===== src/hw/rtl/glp_pkg.sv =====
// shared constants, codes and control types of the glyph index lookup engine
package glp_pkg;

    // table geometry
    localparam int MAX_ENTRIES = 4096;
    localparam int FRONT_SLOTS = 100;
    localparam int ADDR_W      = $clog2(MAX_ENTRIES);
    localparam int CNT_W       = $clog2(MAX_ENTRIES + 1);
    localparam int FP_W        = (FRONT_SLOTS > 1) ? $clog2(FRONT_SLOTS) : 1;

    // field widths
    localparam int ID_W      = 16;
    localparam int OFF_W     = 32;
    localparam int DIM_W     = 7;
    localparam int BYTES_W   = 10;
    localparam int STATUS_W  = 3;
    localparam int CFG_IDX_W = 2;
    localparam int ENTRY_W   = ID_W + OFF_W;
    localparam int PIX_W     = 2 * DIM_W;
    localparam int CEIL_W    = PIX_W + 1 - 3;

    // limits and reset values
    localparam logic [OFF_W-1:0]   DATA_MIN   = 32'd16;
    localparam logic [BYTES_W-1:0] BYTES_MAX  = 10'd1023;
    localparam logic [DIM_W-1:0]   DIM_RESET  = 7'd16;

    // configuration register indexes
    typedef enum logic [CFG_IDX_W-1:0] {
        CFG_DATA_LEN = 2'd0,
        CFG_WIDTH    = 2'd1,
        CFG_HEIGHT   = 2'd2
    } cfg_reg_t;

    // result status codes
    typedef enum logic [STATUS_W-1:0] {
        ST_HIT    = 3'd0,
        ST_MISS   = 3'd1,
        ST_OOB    = 3'd2,
        ST_LOADED = 3'd3,
        ST_FULL   = 3'd4
    } status_t;

    // controller states
    typedef enum logic [2:0] {
        S_IDLE,
        S_DISPATCH,
        S_SCAN,
        S_CHECK,
        S_SWAP_K,
        S_SWAP_F,
        S_POST
    } state_t;

    // kind of result to stage
    typedef enum logic [2:0] {
        RK_LOADED,
        RK_FULL,
        RK_SHORT,
        RK_MISS,
        RK_LOOKUP
    } res_kind_t;

    // controller to datapath
    typedef struct packed {
        logic      capture;
        logic      load_write;
        logic      res_we;
        res_kind_t res_kind;
        logic      scan_first;
        logic      scan_next;
        logic      take_hit;
        logic      promote;
        logic      write_k;
        logic      write_f;
        logic      post;
    } glp_cmd_t;

    // datapath to controller
    typedef struct packed {
        logic is_load;
        logic is_full;
        logic is_short;
        logic is_empty;
        logic scan_match;
        logic scan_last;
        logic promote_due;
        logic out_free;
    } glp_stat_t;

endpackage


===== src/hw/rtl/glp_ctrl.sv =====
// sequencing state machine for load, scan, promotion swap and result hand-off
module glp_ctrl (
    input  logic              aclk,
    input  logic              aresetn,
    input  logic              s_valid,
    output logic              s_ready,
    input  glp_pkg::glp_stat_t stat,
    output glp_pkg::glp_cmd_t  cmd
);
    import glp_pkg::*;

    state_t state_reg;
    state_t state_next;

    // state register
    always_ff @(posedge aclk) begin
        if (!aresetn) begin
            state_reg <= S_IDLE;
        end else begin
            state_reg <= state_next;
        end
    end

    // next state and commands
    always_comb begin
        state_next   = state_reg;
        cmd          = '0;
        cmd.res_kind = RK_MISS;
        s_ready      = 1'b0;
        case (state_reg)
            S_IDLE: begin
                s_ready = 1'b1;
                if (s_valid) begin
                    cmd.capture = 1'b1;
                    state_next  = S_DISPATCH;
                end
            end
            S_DISPATCH: begin
                if (stat.is_load) begin
                    cmd.res_we = 1'b1;
                    if (stat.is_full) begin
                        cmd.res_kind = RK_FULL;
                    end else begin
                        cmd.res_kind   = RK_LOADED;
                        cmd.load_write = 1'b1;
                    end
                    state_next = S_POST;
                end else if (stat.is_short) begin
                    cmd.res_we   = 1'b1;
                    cmd.res_kind = RK_SHORT;
                    state_next   = S_POST;
                end else if (stat.is_empty) begin
                    cmd.res_we   = 1'b1;
                    cmd.res_kind = RK_MISS;
                    state_next   = S_POST;
                end else begin
                    cmd.scan_first = 1'b1;
                    state_next     = S_SCAN;
                end
            end
            S_SCAN: begin
                if (stat.scan_match) begin
                    cmd.take_hit = 1'b1;
                    state_next   = S_CHECK;
                end else if (stat.scan_last) begin
                    cmd.res_we   = 1'b1;
                    cmd.res_kind = RK_MISS;
                    state_next   = S_POST;
                end else begin
                    cmd.scan_next = 1'b1;
                end
            end
            S_CHECK: begin
                cmd.res_we   = 1'b1;
                cmd.res_kind = RK_LOOKUP;
                if (stat.promote_due) begin
                    cmd.promote = 1'b1;
                    state_next  = S_SWAP_K;
                end else begin
                    state_next = S_POST;
                end
            end
            S_SWAP_K: begin
                cmd.write_k = 1'b1;
                state_next  = S_SWAP_F;
            end
            S_SWAP_F: begin
                cmd.write_f = 1'b1;
                state_next  = S_POST;
            end
            S_POST: begin
                if (stat.out_free) begin
                    cmd.post   = 1'b1;
                    state_next = S_IDLE;
                end
            end
            default: begin
                state_next = S_IDLE;
            end
        endcase
    end

endmodule


===== config.mk =====
export PLATFORM = sky130hd
export DESIGN_NAME = glp_ctrl
export DESIGN_NICKNAME = d
export VERILOG_FILES = /design/src/hw/rtl/glp_pkg.sv /design/src/hw/rtl/glp_ctrl.sv
export SDC_FILE = /design/constraint.sdc
export NUM_CORES = 1
export LEC_CHECK = 0
export ABC_AREA = 1
export BUFFER_PORTS_ARGS = -buffer_cell sky130_fd_sc_hd__buf_2
export CAP_MARGIN = 20
export CORE_AREA = 2 2 39 41
export DETAILED_ROUTE_END_ITERATION = 7
export DIE_AREA = 0 0 41 43
export PLACE_DENSITY = 0.51
export SKIP_LAST_GASP = 1
export SLEW_MARGIN = 20
export SYNTH_ARGS = -nofsm -noshare
export SYNTH_HDL_FRONTEND = slang
export SYNTH_SLANG_ARGS = --single-unit

===== constraint.sdc =====
create_clock -name aclk -period 1.2 [get_ports aclk]
set_clock_uncertainty 0.05 [all_clocks]
set_input_delay 0.06 -clock aclk [delete_from_list [all_inputs] [get_ports aclk]]
set_output_delay 0.06 -clock aclk [all_outputs]
set_load 0.01 [all_outputs]

Word-level counts from Yosys, hierarchy flattened:

Cells that the tools add are included.

* equal/unequal tests: 9
* mux-type cells: 36
* reduce and logical (&&, ||, !) cells: 2

Operators with widths (number)
* $mux W3: 7
* $pmux W3 S7: 1
* $mux W1: 20
* $mux W4: 5
* $pmux W4 S3: 1
* $eq A3 B3 Y1 const B: 3
* $eq A3 B2 Y1 const B: 2
* $mux W2: 2
* $ne A2 B2 Y1 const B: 2
* $eq A3 B1 Y1 const B: 1
* $logic_not A3 Y1: 1
* $ne A3 B3 Y1 const B: 1
* $reduce_and A3 Y1: 1

* register bits: 3
* output and inout bits: 14
* word-level logic and storage cells: 48

Depth between registers and ports, before layout:

Gate-level depths: netlist of run 1.

* depth in word-level cells: 4
* gate-level depth with buffers: 7

Worst setup path after synthesis of run 1:

Ideal clock, no wire load.

* path kind: reg-to-output
* start: reg state_reg[0]
* end: out cmd[7] (netlist name)
* data arrival time: 966 ps
* data required time: 1090 ps
* path slack: 124 ps
* cell stages (with the launch flop): 5
* buffers on the path: 0
* path through: dfxtp_1 > nand2_1 > nor2_1 > inv_1 > o21ai_0

RTL lines
* start, declared: RTL line glp_ctrl.sv:12 `state_t state_reg;`
* start signal, assigned: RTL line glp_ctrl.sv:20 `state_reg <= state_next;`
* end, declared: RTL line glp_ctrl.sv:8 `output glp_pkg::glp_cmd_t cmd`

==> flow_summary.ini, run 1 <==
[yosys]
synth-seq-cells = 3
synth_cell_type_count = 13
syn_nets = 75
synth_top_area_share_pct = 20.7
yosys.area.top_type = nor2_1
synthCells = 64
synthesis.area_sq_um = 327
ys_seq_area_share_pct = 18.4
ys_top_cells_by_area = nor2_1, dfxtp_1, inv_1
yosys_warnings = 0
syn_area_per_cell_sq_um = 5.10

[drt]
met2_length_um = 559
vias_per_cell = 4.23
top_layer_used = met3
vias = 491
firstDrtPassIters = 4
drt-total-wl_um = 1060
post-route-drc-count = 0
drt-met1-wl_um = 418
drtIter0Drc = 4
detail-route-antenna-nets = 0
wl_met3_um = 77
wire_per_inst_um = 9.09

[sta]
fmax_mhz = 798
rsz0062_at_grt = yes
fin_crit_ns = 1.25
finalMaxSlewViolations = 0
setup_viol = 7
final.period_utilization_pct = 104
fin_ws_ns = -0.0528
relSlewSlack_pct = 89.1
finalHoldViolCount = 0
setup_tns_ns = -0.191
worstMarginPinSlew_ns = 0.162

[die]
row_count = 14
ioPinCount = 25
dieArea_sq_um = 1760
die_y_um = 43
dieWidth_um = 41
core-area_sq_um = 1380
start_util_pct = 23.6

[final_layout]
final_nets = 112
layout_commonest_cell = buf_2
layout-drive-gt1-share_pct = 60.0
instances_no_fill = 116
largest_reg_flops = 3
diodes = 0
final_area_sq_um = 653
syn_to_final_growth_pct = 100
final_cell_mix = buf_2, nor2_1, inv_1, nand2_1

[flow_run]
cap_violations = 0

[worst_setup_path]
critical_path_required_ns = 1.09
start_kind = flop
reg2regPathDepth = 8
path_class = reg2out
reg2reg_to = state_reg[1]$_SDFFE_PN0P_
crit_end = cmd[7]
worst_r2r_startpoint = state_reg[1]$_SDFFE_PN0P_
crit_path_max_fanout = 2
cp.arrival_ns = 1.14
r2r_slack_ns = 0.01
worstSetupStartpoint = state_reg[2]$_SDFFE_PN0P_
endpoint_kind = output pin

[power_and_ir_drop]
power.leakage_uw = 0.000375
irDropWorstVdd_mv = 0.982
power.density_nw_per_um2 = 2280

[cts]
numClockSinks = 3
cts_tree = done
cts_max_level = 1
cts.root.buffer_cell = clkbuf_4
clk_latency_ns = 0.23
cts_buffer_depth = 2
clk_pin_slew_worst_paths_ns = 0.04
cts_inserted_buffers = 3

[global_route]
grt_overflow_total = 0
gr-usage-all-layers_pct = 11.9
antenna_found_initial = 0
grt_max_degree = 8
first_global_vias = 412
grt_pass1_wl_um = 1400

[place]
placed_area_sq_um = 474
gp_congestion = 0.707
placed_cells = 105
port_buffers = 24
dp_hpwl_um = 759

[status]
violations = negative setup slack
status = finished with violations

[min_path]
hp-class = in2reg
## logic make-up after synthesis
family	share of synthesized area (%)
buffers and inverters	18.4
and+or+nand+nor	55.6
DFF	18.4
AOI/OAI and AO/OA	7.66
## per-layer routing
| metal | track usage (%) | vias to the layer above |
|---|---|---|
| met1 | 11.5 | 213 |
| li1 | - | 264 |
| met4 | 10.0 | 0 |
| met2 | 19.4 | 14 |
| met3 | 3.14 | 0 |
| met5 | 0 | - |
## report_power, final
part	switching, uW	total [uW]	leakage [uW]	internal, uW
Sequential	84.9	242	0.0000261	157
Combinational	576	1070	0.000334	496
Clock	49.9	174	0.0000150	124
Total	711	1490	0.000375	777
## worst max-delay path: stages, from the launching register on
cell and delay (ns):
dfxtp_1 0.35, inv_2 0.07, nand2_4 0.08, nor2_4 0.04, inv_2 0.06, nand3_2 0.06
inv_2 0.06, o21ai_1 0.05, buf_2 0.14
## worst min-delay path by stage
stage,from,endpoint,slack [ns],depth (start not counted)
after floorplan,stat[6],cmd[11],0.12,1
after global placement,aresetn,state_reg[2]$_SDFFE_PN0P_,0.27,3
after detailed placement,aresetn,state_reg[1]$_SDFFE_PN0P_,0.27,3
after CTS,aresetn,state_reg[1]$_SDFFE_PN0P_,0.01,3
after global routing,aresetn,state_reg[2]$_SDFFE_PN0P_,0.03,3
final,aresetn,state_reg[1]$_SDFFE_PN0P_,0.02,3
## per-stage QoR
step           power (uW)  worst slack (ns)  util [%]  hold WS [ns]
6_report             1490           -0.0528      47.2        0.0243
5_1_grt              1620            -0.112      47.2        0.0281
4_1_cts              1200           -0.0729      39.4        0.0150
3_5_place_dp          894            0.0453      34.3         0.271
3_3_place_gp          894            0.0815      34.3         0.266
2_1_floorplan         639             0.124         -         0.121
## cells in the mapped netlist
library cell,n
nor3_1,4
nor2_1,18
nor2_2,1
nand2_2,2
inv_2,1
nor3_2,1
nand3_2,1
nand3_1,3
nand4_1,1
o21ai_0,5
dfxtp_1,3
nand2_1,9
inv_1,15
## final cells by class
cell class / count / area, sq um
timing repair buffer: 32 / 198
multi-input combinational: 45 / 279
tap: 16 / 20.0
clock buffer: 4 / 26.3
fill: 154 / 731
inverter: 16 / 62.6
sequential: 3 / 67.6
## timing repair
| action | in CTS | in global routing |
|---|---|---|
| setup endpoints to repair | 11 | 13 |
| pin swaps | 2 | 6 |
| hold buffers | 0 | 0 |
| resized for setup | 14 | 21 |
| setup buffers | 2 | 5 |
Power figures use the tool's default switching activity.
==> inputs of run 2 (changes only) <==
--- a/config.mk
+++ b/config.mk
@@ -9,6 +9,7 @@
 export BUFFER_PORTS_ARGS = -buffer_cell sky130_fd_sc_hd__buf_2
 export CAP_MARGIN = 20
 export CORE_AREA = 2 2 39 41
+export CTS_BUF_LIST = sky130_fd_sc_hd__clkbuf_8 sky130_fd_sc_hd__clkbuf_16
 export DETAILED_ROUTE_END_ITERATION = 7
 export DIE_AREA = 0 0 41 43
 export PLACE_DENSITY = 0.51
==> flow_summary.ini, run 2 (synthesis gave the netlist of run 1 again) <==
[cts]
clk_pin_slew_worst_paths_ns = 0.03
numClockSinks = 3
cts_max_level = 1
clk_latency_ns = 0.21
cts-hold-fix-buffers = 0
cts.root.buffer_cell = clkbuf_8
cts_inserted_buffers = 3
cts_buffer_depth = 2
cts_tree = done

[place]
dp_hpwl_um = 759
gp_congestion = 0.707
dpl_worst_slack_ns = 0.0453
port_buffers = 24

[worst_setup_path]
path_buf_inv = 4
path_class = reg2out
cpMaxStageDelayCell = dfxtp_4
worstSetupStartpoint = state_reg[1]$_SDFFE_PN0P_
start_kind = flop
cp_top_family = flip-flops
crit_chain = inv_4, buf_4, nor2_4, nand3_2, inv_1, buf_2
worst_r2r_startpoint = state_reg[1]$_SDFFE_PN0P_
endpoint_kind = output pin
worst_path_largest_cell_delay_ns = 0.39
cp.arrival_ns = 1.14
critical_path_required_ns = 1.09
crit_path_max_fanout = 4

[final_layout]
final_cell_mix = buf_2, nor2_1, inv_1, nand2_1, buf_4
fillerInstances = 159
diodes = 0
largest_reg_flops = 3
final_nets = 112
syn_to_final_growth_pct = 103
layout-drive-gt1-share_pct = 60.0
fin_util_pct = 47.9
layout_commonest_cell = buf_2

[sta]
worstMarginPinSlew_ns = 0.162
final.period_utilization_pct = 104
fin_crit_ns = 1.25
finalHoldViolCount = 0
rsz0062_at_grt = yes
relSlewSlack_pct = 89.1
fin_ws_ns = -0.0501
finalMaxSlewViolations = 0
fmax_mhz = 800
setup_viol = 7
setup_tns_ns = -0.175

[drt]
detail-route-antenna-nets = 0
firstDrtPassIters = 4
post-route-drc-count = 0
vias_per_cell = 4.31
drtIter0Drc = 5
wire_per_inst_um = 9.29
vias = 500
drt-total-wl_um = 1080

[status]
status = finished with violations
violations = negative setup slack

[die]
row_count = 14
die_y_um = 43
start_util_pct = 23.6
dieArea_sq_um = 1760
ioPinCount = 25
core-area_sq_um = 1380
dieWidth_um = 41

[global_route]
grt_overflow_total = 0
grt_max_degree = 8
first_global_vias = 426
antenna_found_initial = 0
grt_pass1_wl_um = 1460
gr-usage-all-layers_pct = 12.3

[power_and_ir_drop]
power.density_nw_per_um2 = 2360
irDropWorstVdd_mv = 0.997
power.leakage_uw = 0.000386

[min_path]
hp-start = aresetn
hp-class = in2reg

[flow_run]
cap_violations = 0
## run 2: cell types whose count changed in the layout (fill, tap and decap cells not counted), sizes merged
cell,change
clkbuf,-1
inv,+1
## run 2: final cells by class
type	instances	area (sq um)	area share, %
multi-input combinational	45	277	41.7
timing repair buffer	32	190	28.7
sequential	3	68.8	10.4
inverter	16	62.6	9.43
clock buffer	3	41.3	6.23
tap	16	20.0	3.02
clock inverter	1	3.75	0.566
## run 2: worst paths after layout
check	endpoint	slack, ns	cells past startpoint
worst min-delay path	state_reg[2]$_SDFFE_PN0P_	0.04	3
worst max register to register	state_reg[2]$_SDFFE_PN0P_	-0.01	8
worst max-delay path	cmd[5]	-0.05	6
worst min register to register	state_reg[2]$_SDFFE_PN0P_	0.59	3
## run 2: tightest hold or removal path, delay by kind of cell
kind / cells / cell delay [ns]
buf+inv: 1 / 0.11
simple gates: 2 / 0.09
## run 2: routing by layer
metal / up-vias / part of all wire (%) / wire, um / GRT usage (%)
li1: 264 / - / - / -
met1: 222 / 40 / 429 / 11.9
met2: 14 / 53 / 571 / 20.3
met3: 0 / 7.1 / 77 / 3.14
met4: 0 / 0 / 0 / 10.0
met5: - / 0 / 0 / 0
## run 2: repair_timing
| action | 4_1_cts | 5_1_grt |
|---|---|---|
| endpoints found under the hold margin | 0 | 0 |
| pin swaps | 2 | 7 |
| setup buffers | 2 | 5 |
| gates resized for setup | 14 | 19 |
| endpoints found under the setup margin | 7 | 10 |
## run 2: through the flow
step           instance area [sq um]  hold slack [ns]  power [uW]  instances
6_report                         663           0.0399        1560        116
2_1_floorplan                    327            0.121         639         64
3_5_place_dp                     474            0.271         894        105
3_3_place_gp                     474            0.266         894        105
5_1_grt                          663           0.0447        1700        116
4_1_cts                          564           0.0385        1300        111
## run 2: report_power, final
group | switching, uW | internal, uW | leakage, uW
sequential | 86.0 | 162 | 0.0000264
clock | 61.2 | 217 | 0.0000269
combinational | 564 | 472 | 0.000333
==> inputs of run 3 (changes only) <==
==> constraint.sdc (replaced) <==
create_clock -name aclk -period 1.25 [get_ports aclk]
set_clock_uncertainty 0.05 [all_clocks]
set_input_delay 0.0625 -clock aclk [delete_from_list [all_inputs] [get_ports aclk]]
set_output_delay 0.0625 -clock aclk [all_outputs]
set_load 0.1 [all_outputs]
==> flow_summary.ini, run 3 (synthesis gave the netlist of run 1 again) <==
[flow_run]
cap_violations = 0

[sta]
fmax_mhz = 728
fin_crit_ns = 1.37
finalMaxSlewViolations = 0
fin_ws_ns = -0.123
setup_viol = 12
relSlewSlack_pct = 78.2
setup_tns_ns = -0.798
finalHoldViolCount = 0
rsz0062_at_grt = yes
worstMarginPinSlew_ns = 0.324
final.period_utilization_pct = 110

[place]
port_buffers = 24
dp_hpwl_um = 910
gp_congestion = 0.734
placed_area_sq_um = 832
placed_cells = 108

[worst_setup_path]
r2r_slack_ns = 0.01
cp.arrival_ns = 1.26
start_kind = flop
endpoint_kind = output pin
path_class = reg2out
crit_path_max_fanout = 4
critical_path_required_ns = 1.14

[global_route]
grt_pass1_wl_um = 1850
grt_overflow_total = 0
gr-usage-all-layers_pct = 15.4
antenna_found_initial = 0
grt_max_degree = 8
first_global_vias = 453

[final_layout]
final_area_sq_um = 948
syn_to_final_growth_pct = 190
multi_input_comb_area_sq_um = 354
final_cell_mix = buf_12, inv_1, buf_2, nor2_1, nand2_1
layout-drive-gt1-share_pct = 67.7
regArea_sq_um = 71.3
diodes = 0
final_nets = 111
instances_no_fill = 115
largest_reg_flops = 3
fillerInstances = 107
fin_util_pct = 68.5
layout_commonest_cell = buf_12

[die]
core-area_sq_um = 1380
dieArea_sq_um = 1760
dieWidth_um = 41
die_y_um = 43
ioPinCount = 25
start_util_pct = 23.6
row_count = 14

[drt]
detail-route-antenna-nets = 0
drt-total-wl_um = 1070
wire_per_inst_um = 9.30
vias = 497
drtIter0Drc = 5
post-route-drc-count = 0
firstDrtPassIters = 3
vias_per_cell = 4.32

[cts]
cts-hold-fix-buffers = 0
cts_tree = done
cts_buffer_depth = 2
cts.root.buffer_cell = clkbuf_8
cts_inserted_buffers = 3
clk_latency_ns = 0.21
cts_max_level = 1
numClockSinks = 3
clk_pin_slew_worst_paths_ns = 0.03

[status]
status = finished with violations
violations = negative setup slack

[min_path]
hp-class = in2reg
-- run 3: layout make-up --
| type | count | area share (%) |
|---|---|---|
| Clock buffer | 3 | 4.35 |
| Inverter | 16 | 7.52 |
| Tap cell | 16 | 2.11 |
| Sequential cell | 3 | 7.52 |
| Multi-Input combinational cell | 45 | 37.3 |
| Timing Repair Buffer | 31 | 40.8 |
| Clock inverter | 1 | 0.396 |
-- run 3: final timing paths --
kind | from | end | cells past startpoint
setup / recovery | state_reg[1]$_SDFFE_PN0P_ | cmd[11] | 6
hold reg to reg | state_reg[2]$_SDFFE_PN0P_ | state_reg[2]$_SDFFE_PN0P_ | 2
setup reg to reg | state_reg[2]$_SDFFE_PN0P_ | state_reg[0]$_SDFFE_PN0P_ | 9
hold / removal | aresetn | state_reg[2]$_SDFFE_PN0P_ | 3
-- run 3: worst max-delay path: stages, from the launching register on --
cell and delay (ns):
dfxtp_4 0.36, inv_4 0.07, nand2_4 0.06, nor2_4 0.12, inv_4 0.08, nor3_4 0.15, buf_12 0.20
-- run 3: per-stage QoR --
step	setup slack [ns]	hold slack [ns]
finish	-0.123	0.0491
floorplan	-0.300	0.124
global route	-0.170	0.0460
detailed placement	0.0189	0.265
CTS	-0.121	0.0409
global placement	0.0347	0.260
-- run 3: layer usage --
metal  GRT usage (%)  routed length [um]
met3            4.71                  74
met1            19.6                 445
met2            23.1                 533
met4            6.00                  16
met5               0                   0
-- run 3: what timing repair did --
action	CTS	global route
buffers inserted	2	1
gates resized for setup	14	3
pin swaps	5	2
endpoints found under the setup margin	12	14
Power of run 3 is not shown: default switching activity piles up to over one toggle a cycle in this logic, so the estimate is an artifact.
